### src/rtl/core/trap_pkg.sv
// Shared constants, types and handshake structs for the tiered rate averager.
package trap_pkg;

	// Default sizing of the wheel and of the used event-count bits.
	localparam int WHEEL_DEF      = 60;
	localparam int COUNT_BITS_DEF = 16;

	// Fixed field and state widths.
	localparam int CNT_W   = 16;
	localparam int TS_W    = 6;
	localparam int IDX_W   = 6;
	localparam int SUM_W   = 22;
	localparam int WRAP_W  = 32;

	// Serial divider sizing: numerator carries a sum plus half the divisor.
	localparam int DIV_NUM_W = SUM_W + 1;
	localparam int DIV_CNT_W = $clog2(DIV_NUM_W + 1);

	// Request from the sequencer to the shared divider.
	typedef struct packed {
		logic                 start;
		logic [DIV_NUM_W-1:0] num;
		logic [TS_W-1:0]      den;
	} div_req_t;

	// Response from the divider: one-cycle done with a saturated quotient.
	typedef struct packed {
		logic             done;
		logic [CNT_W-1:0] quot;
	} div_rsp_t;

endpackage

### src/rtl/core/trap_in_if.sv
// Input channel carrying one event count word per tick.
interface trap_in_if import trap_pkg::*; ();

	logic             valid;
	logic             ready;
	logic [CNT_W-1:0] event_count;

	modport source (output valid, output event_count, input ready);
	modport sink (input valid, input event_count, output ready);

endinterface

### src/rtl/core/trap_out_if.sv
// Output channel carrying one result word per closed minute.
interface trap_out_if import trap_pkg::*; ();

	logic              valid;
	logic              ready;
	logic [CNT_W-1:0]  minute_average;
	logic [CNT_W-1:0]  minute_peak;
	logic              hour_closed;
	logic [CNT_W-1:0]  hour_average;
	logic [CNT_W-1:0]  hour_peak;
	logic [WRAP_W-1:0] hour_wraps;

	modport source (output valid, output minute_average, output minute_peak,
		output hour_closed, output hour_average, output hour_peak,
		output hour_wraps, input ready);
	modport sink (input valid, input minute_average, input minute_peak,
		input hour_closed, input hour_average, input hour_peak,
		input hour_wraps, output ready);

endinterface

### src/rtl/core/trap_divider.sv
// Shared restoring divider, one quotient bit per cycle, quotient saturated to 16 bits.
module trap_divider import trap_pkg::*; (
	input  logic     clk,
	input  logic     arst_n,
	input  div_req_t req,
	output div_rsp_t rsp
);

	logic                 busy_q;
	logic                 done_q;
	logic [DIV_CNT_W-1:0] cnt_q;
	logic [TS_W-1:0]      den_q;
	logic [TS_W-1:0]      rem_q;
	logic [DIV_NUM_W-1:0] nq_q;

	logic [TS_W:0]        rem_sh;
	logic                 ge;
	logic [TS_W:0]        rem_diff;

	// One trial subtraction of the divisor from the shifted remainder.
	always_comb begin
		rem_sh   = {rem_q, nq_q[DIV_NUM_W-1]};
		ge       = (rem_sh >= {1'b0, den_q});
		rem_diff = rem_sh - {1'b0, den_q};
	end

	// Control of the iteration count and the done pulse.
	always_ff @(posedge clk or negedge arst_n) begin
		if (!arst_n) begin
			busy_q <= 1'b0;
			done_q <= 1'b0;
			cnt_q  <= '0;
		end else begin
			done_q <= 1'b0;
			if (req.start) begin
				busy_q <= 1'b1;
				cnt_q  <= DIV_CNT_W'(DIV_NUM_W);
			end else if (busy_q) begin
				cnt_q <= cnt_q - 1'b1;
				if (cnt_q == DIV_CNT_W'(1)) begin
					busy_q <= 1'b0;
					done_q <= 1'b1;
				end
			end
		end
	end

	// Numerator shifts out at the top while quotient bits shift in at the bottom.
	always_ff @(posedge clk) begin
		if (req.start) begin
			nq_q  <= req.num;
			den_q <= req.den;
			rem_q <= '0;
		end else if (busy_q) begin
			nq_q  <= {nq_q[DIV_NUM_W-2:0], ge};
			rem_q <= ge ? rem_diff[TS_W-1:0] : rem_sh[TS_W-1:0];
		end
	end

	// Quotients beyond the field width saturate.
	assign rsp.done = done_q;
	assign rsp.quot = (nq_q[DIV_NUM_W-1:CNT_W] != '0) ? {CNT_W{1'b1}} : nq_q[CNT_W-1:0];

endmodule

### src/rtl/core/trap_ctrl.sv
// Sequencer holding the tick, minute and hour accumulators and the result register.
module trap_ctrl import trap_pkg::*; #(
	parameter int WHEEL      = WHEEL_DEF,
	parameter int COUNT_BITS = COUNT_BITS_DEF
) (
	input  logic          clk,
	input  logic          arst_n,
	input  logic          clear,
	input  logic [TS_W-1:0]  tick_seconds,
	input  logic [IDX_W-1:0] minute_ticks,
	trap_in_if.sink       tick,
	trap_out_if.source    report,
	output div_req_t      div_req,
	input  div_rsp_t      div_rsp
);

	localparam logic [CNT_W-1:0] CNT_MASK = (COUNT_BITS >= CNT_W) ? {CNT_W{1'b1}} :
		CNT_W'((64'd1 << COUNT_BITS) - 64'd1);
	localparam logic [DIV_NUM_W-1:0] HALF_WHEEL = DIV_NUM_W'(WHEEL / 2);
	localparam logic [TS_W-1:0]      WHEEL_DEN  = TS_W'(WHEEL);
	localparam logic [IDX_W-1:0]     WHEEL_IDX  = IDX_W'(WHEEL);

	localparam logic [3:0] ST_IDLE      = 4'd0;
	localparam logic [3:0] ST_AVG_GO    = 4'd1;
	localparam logic [3:0] ST_AVG_WAIT  = 4'd2;
	localparam logic [3:0] ST_PEAK_GO   = 4'd3;
	localparam logic [3:0] ST_PEAK_WAIT = 4'd4;
	localparam logic [3:0] ST_MIN_CLOSE = 4'd5;
	localparam logic [3:0] ST_HOUR_GO   = 4'd6;
	localparam logic [3:0] ST_HOUR_WAIT = 4'd7;
	localparam logic [3:0] ST_EMIT      = 4'd8;

	logic [3:0]        state_q;
	logic [SUM_W-1:0]  tick_sum_q;
	logic [CNT_W-1:0]  tick_max_q;
	logic [IDX_W-1:0]  tick_idx_q;
	logic [SUM_W-1:0]  min_sum_q;
	logic [CNT_W-1:0]  min_pmax_q;
	logic [IDX_W-1:0]  min_idx_q;
	logic [IDX_W-1:0]  hour_idx_q;
	logic [WRAP_W-1:0] wrap_q;
	logic [CNT_W-1:0]  m_avg_q;
	logic [CNT_W-1:0]  m_peak_q;
	logic              h_closed_q;
	logic [CNT_W-1:0]  h_avg_q;
	logic [CNT_W-1:0]  h_peak_q;

	logic              out_valid_q;
	logic [CNT_W-1:0]  out_m_avg_q;
	logic [CNT_W-1:0]  out_m_peak_q;
	logic              out_h_closed_q;
	logic [CNT_W-1:0]  out_h_avg_q;
	logic [CNT_W-1:0]  out_h_peak_q;
	logic [WRAP_W-1:0] out_wraps_q;

	logic [CNT_W-1:0]  n;
	logic [SUM_W-1:0]  sum_nxt;
	logic [CNT_W-1:0]  max_nxt;
	logic [IDX_W-1:0]  tick_idx_nxt;
	logic [SUM_W-1:0]  min_sum_nxt;
	logic [CNT_W-1:0]  min_pmax_nxt;
	logic [IDX_W-1:0]  min_idx_nxt;
	logic [IDX_W-1:0]  hour_idx_nxt;
	logic              accept;
	logic              emit_load;

	// Tick accumulation and minute roll-up arithmetic.
	always_comb begin
		n            = tick.event_count & CNT_MASK;
		sum_nxt      = tick_sum_q + SUM_W'(n);
		max_nxt      = (n > tick_max_q) ? n : tick_max_q;
		tick_idx_nxt = tick_idx_q + 1'b1;
		min_sum_nxt  = min_sum_q + SUM_W'(m_avg_q);
		min_pmax_nxt = (m_peak_q > min_pmax_q) ? m_peak_q : min_pmax_q;
		min_idx_nxt  = min_idx_q + 1'b1;
		hour_idx_nxt = hour_idx_q + 1'b1;
	end

	assign tick.ready = (state_q == ST_IDLE);
	assign accept     = tick.valid && tick.ready;
	assign emit_load  = (state_q == ST_EMIT) && (!out_valid_q || report.ready);

	// Divider operands depend on which rounded division is due.
	always_comb begin
		div_req.start = 1'b0;
		div_req.num   = '0;
		div_req.den   = WHEEL_DEN;
		priority if (state_q == ST_AVG_GO) begin
			div_req.start = 1'b1;
			div_req.num   = DIV_NUM_W'(tick_sum_q) + HALF_WHEEL;
		end else if (state_q == ST_PEAK_GO) begin
			div_req.start = 1'b1;
			div_req.num   = DIV_NUM_W'(tick_max_q) + DIV_NUM_W'(tick_seconds >> 1);
			div_req.den   = tick_seconds;
		end else if (state_q == ST_HOUR_GO) begin
			div_req.start = 1'b1;
			div_req.num   = DIV_NUM_W'(min_sum_q) + HALF_WHEEL;
		end else begin
			div_req.start = 1'b0;
		end
	end

	// Sequencer and accumulator state.
	always_ff @(posedge clk or negedge arst_n) begin
		if (!arst_n) begin
			state_q    <= ST_IDLE;
			tick_sum_q <= '0;
			tick_max_q <= '0;
			tick_idx_q <= '0;
			min_sum_q  <= '0;
			min_pmax_q <= '0;
			min_idx_q  <= '0;
			hour_idx_q <= '0;
			wrap_q     <= '0;
		end else if (clear) begin
			state_q    <= ST_IDLE;
			tick_sum_q <= '0;
			tick_max_q <= '0;
			tick_idx_q <= '0;
			min_sum_q  <= '0;
			min_pmax_q <= '0;
			min_idx_q  <= '0;
			hour_idx_q <= '0;
			wrap_q     <= '0;
		end else begin
			unique case (state_q)
				ST_IDLE: begin
					if (accept) begin
						tick_sum_q <= sum_nxt;
						tick_max_q <= max_nxt;
						tick_idx_q <= tick_idx_nxt;
						if (tick_idx_nxt >= minute_ticks) begin
							state_q <= ST_AVG_GO;
						end
					end
				end
				ST_AVG_GO: begin
					state_q <= ST_AVG_WAIT;
				end
				ST_AVG_WAIT: begin
					if (div_rsp.done) begin
						state_q <= ST_PEAK_GO;
					end
				end
				ST_PEAK_GO: begin
					state_q <= ST_PEAK_WAIT;
				end
				ST_PEAK_WAIT: begin
					if (div_rsp.done) begin
						state_q <= ST_MIN_CLOSE;
					end
				end
				ST_MIN_CLOSE: begin
					tick_sum_q <= '0;
					tick_max_q <= '0;
					tick_idx_q <= '0;
					min_sum_q  <= min_sum_nxt;
					if (min_idx_nxt >= WHEEL_IDX) begin
						min_pmax_q <= '0;
						min_idx_q  <= '0;
						if (hour_idx_nxt >= WHEEL_IDX) begin
							hour_idx_q <= '0;
							wrap_q     <= wrap_q + 1'b1;
						end else begin
							hour_idx_q <= hour_idx_nxt;
						end
						state_q <= ST_HOUR_GO;
					end else begin
						min_pmax_q <= min_pmax_nxt;
						min_idx_q  <= min_idx_nxt;
						state_q    <= ST_EMIT;
					end
				end
				ST_HOUR_GO: begin
					state_q <= ST_HOUR_WAIT;
				end
				ST_HOUR_WAIT: begin
					if (div_rsp.done) begin
						min_sum_q <= '0;
						state_q   <= ST_EMIT;
					end
				end
				ST_EMIT: begin
					if (emit_load) begin
						state_q <= ST_IDLE;
					end
				end
				default: begin
					state_q <= ST_IDLE;
				end
			endcase
		end
	end

	// Captured division results and hour values for the pending word.
	always_ff @(posedge clk) begin
		if (state_q == ST_AVG_WAIT && div_rsp.done) begin
			m_avg_q <= div_rsp.quot;
		end
		if (state_q == ST_PEAK_WAIT && div_rsp.done) begin
			m_peak_q <= div_rsp.quot;
		end
		if (state_q == ST_MIN_CLOSE) begin
			h_closed_q <= (min_idx_nxt >= WHEEL_IDX);
			h_peak_q   <= min_pmax_nxt;
		end
		if (state_q == ST_HOUR_WAIT && div_rsp.done) begin
			h_avg_q <= div_rsp.quot;
		end
	end

	// Output register decouples the result from the next tick.
	always_ff @(posedge clk or negedge arst_n) begin
		if (!arst_n) begin
			out_valid_q <= 1'b0;
		end else if (emit_load) begin
			out_valid_q <= 1'b1;
		end else if (report.ready) begin
			out_valid_q <= 1'b0;
		end
	end

	always_ff @(posedge clk) begin
		if (emit_load) begin
			out_m_avg_q    <= m_avg_q;
			out_m_peak_q   <= m_peak_q;
			out_h_closed_q <= h_closed_q;
			out_h_avg_q    <= h_closed_q ? h_avg_q : '0;
			out_h_peak_q   <= h_closed_q ? h_peak_q : '0;
			out_wraps_q    <= wrap_q;
		end
	end

	assign report.valid          = out_valid_q;
	assign report.minute_average = out_m_avg_q;
	assign report.minute_peak    = out_m_peak_q;
	assign report.hour_closed    = out_h_closed_q;
	assign report.hour_average   = out_h_avg_q;
	assign report.hour_peak      = out_h_peak_q;
	assign report.hour_wraps     = out_wraps_q;

endmodule

### src/rtl/core/tiered_rate_average_peak.sv
// A tick that does not close a minute is taken and leaves the block idle and ready for the next.
// A minute-closing tick runs two rounded divisions on the shared serial divider, each a
// start, one quotient bit per cycle for the 23 numerator bits, and a done; its word is then
// offered and the block ready again, later if the previous word is still held. An hour-closing
// tick adds a third division. Reset sets tick_seconds to 1; reset and an accepted write clear
// sequencer and accumulators, reset also output valid, and a non-divisor write is dropped.
module tiered_rate_average_peak import trap_pkg::*; #(
	parameter int WHEEL      = WHEEL_DEF,
	parameter int COUNT_BITS = COUNT_BITS_DEF
) (
	input  logic            clk,
	input  logic            arst_n,
	input  logic            cfg_we,
	input  logic [TS_W-1:0] cfg_wdata,
	trap_in_if.sink         tick,
	trap_out_if.source      report
);

	localparam int TS_CODES = 2 ** TS_W;

	logic [TS_CODES-1:0] ts_ok;
	logic [IDX_W-1:0]    tpw_tab [TS_CODES];
	logic [TS_W-1:0]     ts_q;
	logic [IDX_W-1:0]    tpw_q;
	logic                cfg_take;
	div_req_t            div_req;
	div_rsp_t            div_rsp;

	// Constant tables: which tick lengths divide the wheel, and ticks per minute for each.
	for (genvar g = 0; g < TS_CODES; g++) begin : g_ts
		if (g == 0) begin : g_zero
			assign ts_ok[g]   = 1'b0;
			assign tpw_tab[g] = '0;
		end else begin : g_div
			localparam int WHEEL_REM   = WHEEL % g;
			localparam int WHEEL_TICKS = WHEEL / g;
			assign ts_ok[g]   = (WHEEL_REM == 0);
			assign tpw_tab[g] = IDX_W'(WHEEL_TICKS);
		end
	end

	assign cfg_take = cfg_we && ts_ok[cfg_wdata];

	// Tick length register and its derived ticks per minute.
	always_ff @(posedge clk or negedge arst_n) begin
		if (!arst_n) begin
			ts_q  <= TS_W'(1);
			tpw_q <= IDX_W'(WHEEL);
		end else if (cfg_take) begin
			ts_q  <= cfg_wdata;
			tpw_q <= tpw_tab[cfg_wdata];
		end
	end

	trap_ctrl #(
		.WHEEL      (WHEEL),
		.COUNT_BITS (COUNT_BITS)
	) u_ctrl (
		.clk          (clk),
		.arst_n       (arst_n),
		.clear        (cfg_take),
		.tick_seconds (ts_q),
		.minute_ticks (tpw_q),
		.tick         (tick),
		.report       (report),
		.div_req      (div_req),
		.div_rsp      (div_rsp)
	);

	trap_divider u_div (
		.clk    (clk),
		.arst_n (arst_n),
		.req    (div_req),
		.rsp    (div_rsp)
	);

endmodule
### src/flat_wrapper.sv
// flat-port wrapper written by rule: the top's interface ports become plain ports
module tiered_rate_average_peak_flat import trap_pkg::*;
#(
	parameter int WHEEL      = WHEEL_DEF,
	parameter int COUNT_BITS = COUNT_BITS_DEF
)
  (clk, arst_n, cfg_we, cfg_wdata, tick_valid, tick_event_count, tick_ready, report_valid, report_minute_average, report_minute_peak, report_hour_closed, report_hour_average, report_hour_peak, report_hour_wraps, report_ready);
  trap_in_if tick_i ();
  trap_out_if report_i ();
  input  logic clk;
  input  logic arst_n;
  input  logic cfg_we;
  input  logic [TS_W-1:0] cfg_wdata;
  input wire logic [$bits(tick_i.valid)-1:0] tick_valid;
  input wire logic [$bits(tick_i.event_count)-1:0] tick_event_count;
  output wire logic [$bits(tick_i.ready)-1:0] tick_ready;
  output wire logic [$bits(report_i.valid)-1:0] report_valid;
  output wire logic [$bits(report_i.minute_average)-1:0] report_minute_average;
  output wire logic [$bits(report_i.minute_peak)-1:0] report_minute_peak;
  output wire logic [$bits(report_i.hour_closed)-1:0] report_hour_closed;
  output wire logic [$bits(report_i.hour_average)-1:0] report_hour_average;
  output wire logic [$bits(report_i.hour_peak)-1:0] report_hour_peak;
  output wire logic [$bits(report_i.hour_wraps)-1:0] report_hour_wraps;
  input wire logic [$bits(report_i.ready)-1:0] report_ready;
  assign tick_i.valid = tick_valid;
  assign tick_i.event_count = tick_event_count;
  assign tick_ready = tick_i.ready;
  assign report_valid = report_i.valid;
  assign report_minute_average = report_i.minute_average;
  assign report_minute_peak = report_i.minute_peak;
  assign report_hour_closed = report_i.hour_closed;
  assign report_hour_average = report_i.hour_average;
  assign report_hour_peak = report_i.hour_peak;
  assign report_hour_wraps = report_i.hour_wraps;
  assign report_i.ready = report_ready;
  tiered_rate_average_peak #(.WHEEL(WHEEL), .COUNT_BITS(COUNT_BITS)) u_core (.clk(clk), .arst_n(arst_n), .cfg_we(cfg_we), .cfg_wdata(cfg_wdata), .tick(tick_i), .report(report_i));
endmodule
### config.mk
export PLATFORM = sky130hd
export DESIGN_NAME = tiered_rate_average_peak_flat
export DESIGN_NICKNAME = d
export VERILOG_FILES = /design/src/rtl/core/trap_pkg.sv /design/src/rtl/core/trap_in_if.sv /design/src/rtl/core/trap_out_if.sv /design/src/rtl/core/trap_divider.sv /design/src/rtl/core/trap_ctrl.sv /design/src/rtl/core/tiered_rate_average_peak.sv /design/src/flat_wrapper.sv
export SDC_FILE = /design/constraint.sdc
export NUM_CORES = 1
export LEC_CHECK = 0
export ABC_AREA = 1
export BUFFER_PORTS_ARGS = -buffer_cell sky130_fd_sc_hd__buf_2
export CORE_MARGIN = 8
export CORE_UTILIZATION = 45
export DETAILED_ROUTE_END_ITERATION = 12
export GPL_ROUTABILITY_DRIVEN = 0
export PLACE_DENSITY = 0.74
export SYNTH_ARGS = -nofsm -noshare
export SYNTH_HDL_FRONTEND = slang
export SYNTH_HIERARCHICAL = 1
export SYNTH_SLANG_ARGS = --single-unit
### constraint.sdc
create_clock -name clk -period 12 [get_ports clk]
set_clock_uncertainty 0.2 [all_clocks]
set_input_delay 1.2 -clock clk [delete_from_list [all_inputs] [get_ports clk]]
set_output_delay 1.2 -clock clk [all_outputs]
set_load 0.1 [all_outputs]
==> results.sh <==
export IMPL_status="finished, final reports clean"
export IMPL_multi_input_area_um2=8688
export IMPL_overflow=0
export IMPL_drt_first_pass_iters=6
export IMPL_power_density_nw_per_um2=209.7
export IMPL_clkSinkCount=347
export IMPL_layout_cells_non_filler=3113
export IMPL_path_clk_slew_ns=0.06
export IMPL_crit_arrival_ns=4.85
export IMPL_async_flop_share_pct=43.23
export IMPL_ctsRootBufferMaster="clkbuf_16"
export IMPL_seqPwrFrac_pct=38.6
export IMPL_hp_start="u_core/ts_q[0]"
export IMPL_reg2reg_slack_ns=8.86
export IMPL_cts_resized=0
export IMPL_viasPerCell=5.316
export IMPL_layout_drive_gt1_share_pct=10.21
export IMPL_cpMostUsedCell="inv_1"
export IMPL_cpPeakStageDelay_ns=0.64
export IMPL_port_buffers=125
export IMPL_power_frac_comb_pct=35.1
export IMPL_rsz0062_at_grt="false"
export IMPL_clk_path_buf_depth=3
export IMPL_seqCellArea_um2=9615
export IMPL_synth_edff_count=191
export IMPL_clkLatencyLatePin_ns=0.57
export IMPL_hold_buffers=0
export IMPL_fin_crit_sh_pct=38.04
export IMPL_grt_usage_pct=19.21
export IMPL_ant_nets=0
export IMPL_fin_hold_ws_ns=0.2692
export IMPL_syn_avg_cell_area_um2=8.301
export IMPL_antenna_found_initial=0
export IMPL_worst_slew_pin_slew_ns=1.139
export IMPL_synth_simple_area_share_pct=28.27
export IMPL_routedWlPerCell_um=15.89
export IMPL_die_h_um=225.2
export IMPL_path_delay_family="simple AND/OR/NAND/NOR gates"
export IMPL_cts_max_level=2
export IMPL_synth_ff_type="edfxtp_1"
export IMPL_drc=0
export IMPL_critPathMaxFanout=31
export IMPL_drt_iter0_markers=1779
export IMPL_regToRegStartpoint="u_core/u_ctrl/m_peak_q[11]"
export IMPL_synth_warning_count=6
export IMPL_slew_viol_final=0
export IMPL_synth_top_family_by_area="simple AND/OR/NAND/NOR gates"
export IMPL_critPathCaptureType="flip-flop"
export IMPL_area_growth_pct=12.44
export IMPL_crit_slowest_cell="inv_1"
export IMPL_grt_max_degree=79
export IMPL_synth_cell_type_count=56
export IMPL_vias=16550
export IMPL_syn_area_um2=19690
export IMPL_power_frac_clock_pct=26.3
export IMPL_wl_um=49470
export IMPL_grt_pass1_vias=15740
export IMPL_numCtsBuffers=38
export IMPL_dp_hpwl_um=37150
export IMPL_layout_setup_ws_ns=7.435
export IMPL_synthesis_nets=2499
export IMPL_synth_xor_area_share_pct=2.440
export IMPL_placed_cells_incl_taps=3043
export IMPL_ys_seq_elements=347
export IMPL_dp_slack_ns=6.965
export IMPL_syn_inst=2372
export IMPL_muxShareOfSynthArea_pct=0
export IMPL_final_design_area_no_fill_um2=22140
export IMPL_cp_cell_sequence="buf_2 > inv_1 > ha_1 > nand2_1 > o21ai_0 > nand2_1 > nand3_2 > nand2_2 > nand2_2 > inv_1 > buf_4 > inv_1 > nand2_2 > nor2_4 > inv_1 > o21ai_0"
export IMPL_slew_headroom_pct=24.08
export IMPL_rows=76
export IMPL_setup_tns_final_ns=0
export IMPL_synth_compound_area_share_pct=6.876
export IMPL_path_buf_inv=6
export IMPL_setup_viol=0
export IMPL_synth_adder_area_share_pct=6.507
export IMPL_critPathKind="input pin to flip-flop"
export IMPL_fmax_mhz=219.1
export IMPL_hp_class="flip-flop to flip-flop"
export IMPL_grt_pass1_wl_um=79830
export IMPL_post_cts_setup_buffers=0
export IMPL_p_sw_share_pct=40.20
export IMPL_hold_depth=2
export IMPL_p_int_mw=2.776
export IMPL_n_fill_cell=3956
export IMPL_hold_viol=0
export IMPL_initial_utilization_pct=45.61
export IMPL_min_period_ns=4.565
export IMPL_coreArea_um2=43170
export IMPL_r2r_end="u_core/u_ctrl/h_peak_q[8]"
export IMPL_leakage_nw=10.40
export IMPL_reg2regPathDepth=7
export IMPL_final_util_pct=51.28
export IMPL_dieArea_um2=50700
export IMPL_postPlaceCellArea_um2=20820
export IMPL_die_w_um=225.2
export IMPL_peakVddDrop_mv=0.09773
export IMPL_worstSetupStartpointType="input pin"
export IMPL_yosysSeqAreaShare_pct=48.84
export IMPL_p_total_mw=4.642
export IMPL_holdPathEnd="u_core/ts_q[0]"
export IMPL_cp_required_ns=12.28
export IMPL_fin_nets=2625
export IMPL_p_switching_mw=1.866
export IMPL_io_pins=126
export IMPL_antennaDiodeCount=0
export IMPL_drv_cap=0
export IMPL_cts_tree="built"
## how the worst max path moves through the flow
stage | to | from | cells past startpoint | slack [ns]
4_1_cts | u_core/u_ctrl/min_idx_q[2] | cfg_wdata[0] | 16 | 7.57
3_5_place_dp | u_core/u_ctrl/min_idx_q[2] | cfg_wdata[0] | 16 | 6.97
2_1_floorplan | u_core/u_ctrl/report.hour_average[0] | report_ready | 2 | 5.95
6_report | u_core/u_ctrl/min_idx_q[2] | cfg_wdata[0] | 16 | 7.43
5_1_grt | u_core/u_ctrl/min_idx_q[2] | cfg_wdata[0] | 16 | 7.16
3_3_place_gp | u_core/u_ctrl/tick_max_q[8] | cfg_wdata[0] | 18 | 7.24
## area by class of cell
| class | count | share of cell area (%) |
|---|---|---|
| multi-input cells | 1692 | 39.25 |
| repair buffers | 136 | 3.227 |
| flip-flops and latches | 347 | 43.44 |
| clock buffers | 43 | 4.380 |
| well taps | 585 | 3.306 |
| clock inverters | 27 | 1.583 |
| inverters | 283 | 4.821 |
## synth_stat cells, drive strengths merged (2+ instances only)
| cell | number | area [µm²] |
|---|---|---|
| o21a | 2 | 15.01 |
| nor2 | 223 | 898.4 |
| or2 | 11 | 68.82 |
| fa | 4 | 80.08 |
| a21oi | 90 | 457.9 |
| o22ai | 12 | 75.07 |
| nand4 | 30 | 193.9 |
| o32ai | 2 | 17.52 |
| o211ai | 6 | 45.04 |
| and3 | 2 | 17.52 |
| dfrtp | 145 | 3628 |
| nor3 | 28 | 145.1 |
| nand2 | 767 | 2949 |
| and2 | 18 | 112.6 |
| a22o | 4 | 35.03 |
| nor3b | 2 | 15.01 |
| buf | 34 | 265.3 |
| dfxtp | 6 | 120.1 |
| dfstp | 5 | 131.4 |
| xor2 | 41 | 366.6 |
| o21ai | 118 | 601.8 |
| inv | 281 | 1060 |
| nand3 | 180 | 938.4 |
| xnor2 | 13 | 113.9 |
| nor4 | 5 | 46.29 |
| a21boi | 3 | 22.52 |
| nand3b | 24 | 180.2 |
| edfxtp | 191 | 5736 |
| clkbuf | 16 | 60.06 |
| a21o | 6 | 45.04 |
| clkinv | 2 | 7.510 |
| ha | 96 | 1201 |
## power groups by stage
stage	logic, mW	registers [mW]	clock network [mW]
floorplan	1.15	1.85	0
global placement	1.55	1.80	0
detailed placement	1.60	1.81	0
CTS	1.61	1.79	1.25
global route	1.83	1.82	1.29
finish	1.63	1.79	1.22
## cell families (layout without fill, tap and decap cells)
group                    count (synthesis)  after routing
AND/OR/NAND/NOR                       1290           1290
XOR/XNOR                                54             54
adder cells (fa/ha/maj)                100            100
flip-flops                             347            347
AO/OA/AOI/OAI                          248            248
buffers and inverters                  333            489
## registers in the layout, indices dropped and copies added, names as in the netlist, 16 cells and up
register / flops
u_core/u_ctrl/report.hour_wraps: 32
u_core/u_ctrl/wrap_q: 32
u_core/u_div/nq_q: 23
u_core/u_ctrl/min_sum_q: 22
u_core/u_ctrl/tick_sum_q: 22
u_core/u_ctrl/h_avg_q: 16
u_core/u_ctrl/h_peak_q: 16
u_core/u_ctrl/m_avg_q: 16
u_core/u_ctrl/m_peak_q: 16
u_core/u_ctrl/min_pmax_q: 16
u_core/u_ctrl/report.hour_average: 16
u_core/u_ctrl/report.hour_peak: 16
u_core/u_ctrl/report.minute_average: 16
u_core/u_ctrl/report.minute_peak: 16
u_core/u_ctrl/tick_max_q: 16
## metal layers
| layer | vias up | track usage, % | routed length (µm) |
|---|---|---|---|
| met4 | 0 | 7.317 | 1430 |
| li1 | 8015 | - | - |
| met1 | 7728 | 25.74 | 21270 |
| met3 | 91 | 2.993 | 4078 |
| met2 | 714 | 31.17 | 22690 |
| met5 | - | 0 | 0 |
## layout by cell type (no fill, tap or decap), types with 4 or more instances in the layout
master	instances
clkinv_2	8
nand3_1	174
nand3_2	5
buf_4	11
dfxtp_1	6
bufinv_16	6
edfxtp_1	191
clkbuf_16	38
nand2_4	7
nor2_4	6
nand2_2	7
or2_2	11
nand4_1	29
o22ai_1	12
dfstp_2	5
a21oi_1	88
a21o_1	6
o21ai_1	8
clkinv_1	6
dfrtp_1	145
nand2_1	753
nor2_1	213
clkbuf_1	5
nor3_1	27
a22o_1	4
nand3b_1	24
inv_2	5
xnor2_1	13
nor4_1	4
buf_2	124
o21ai_0	109
ha_1	96
o211ai_1	6
fa_1	4
inv_1	274
xor2_1	40
and2_1	18
## worst min-delay path, stage by stage (launching register included)
cell,delay (ns)
dfstp_2,0.37
nand2_1,0.06
nand2_1,0.04
(Power assumes the default switching activity.)
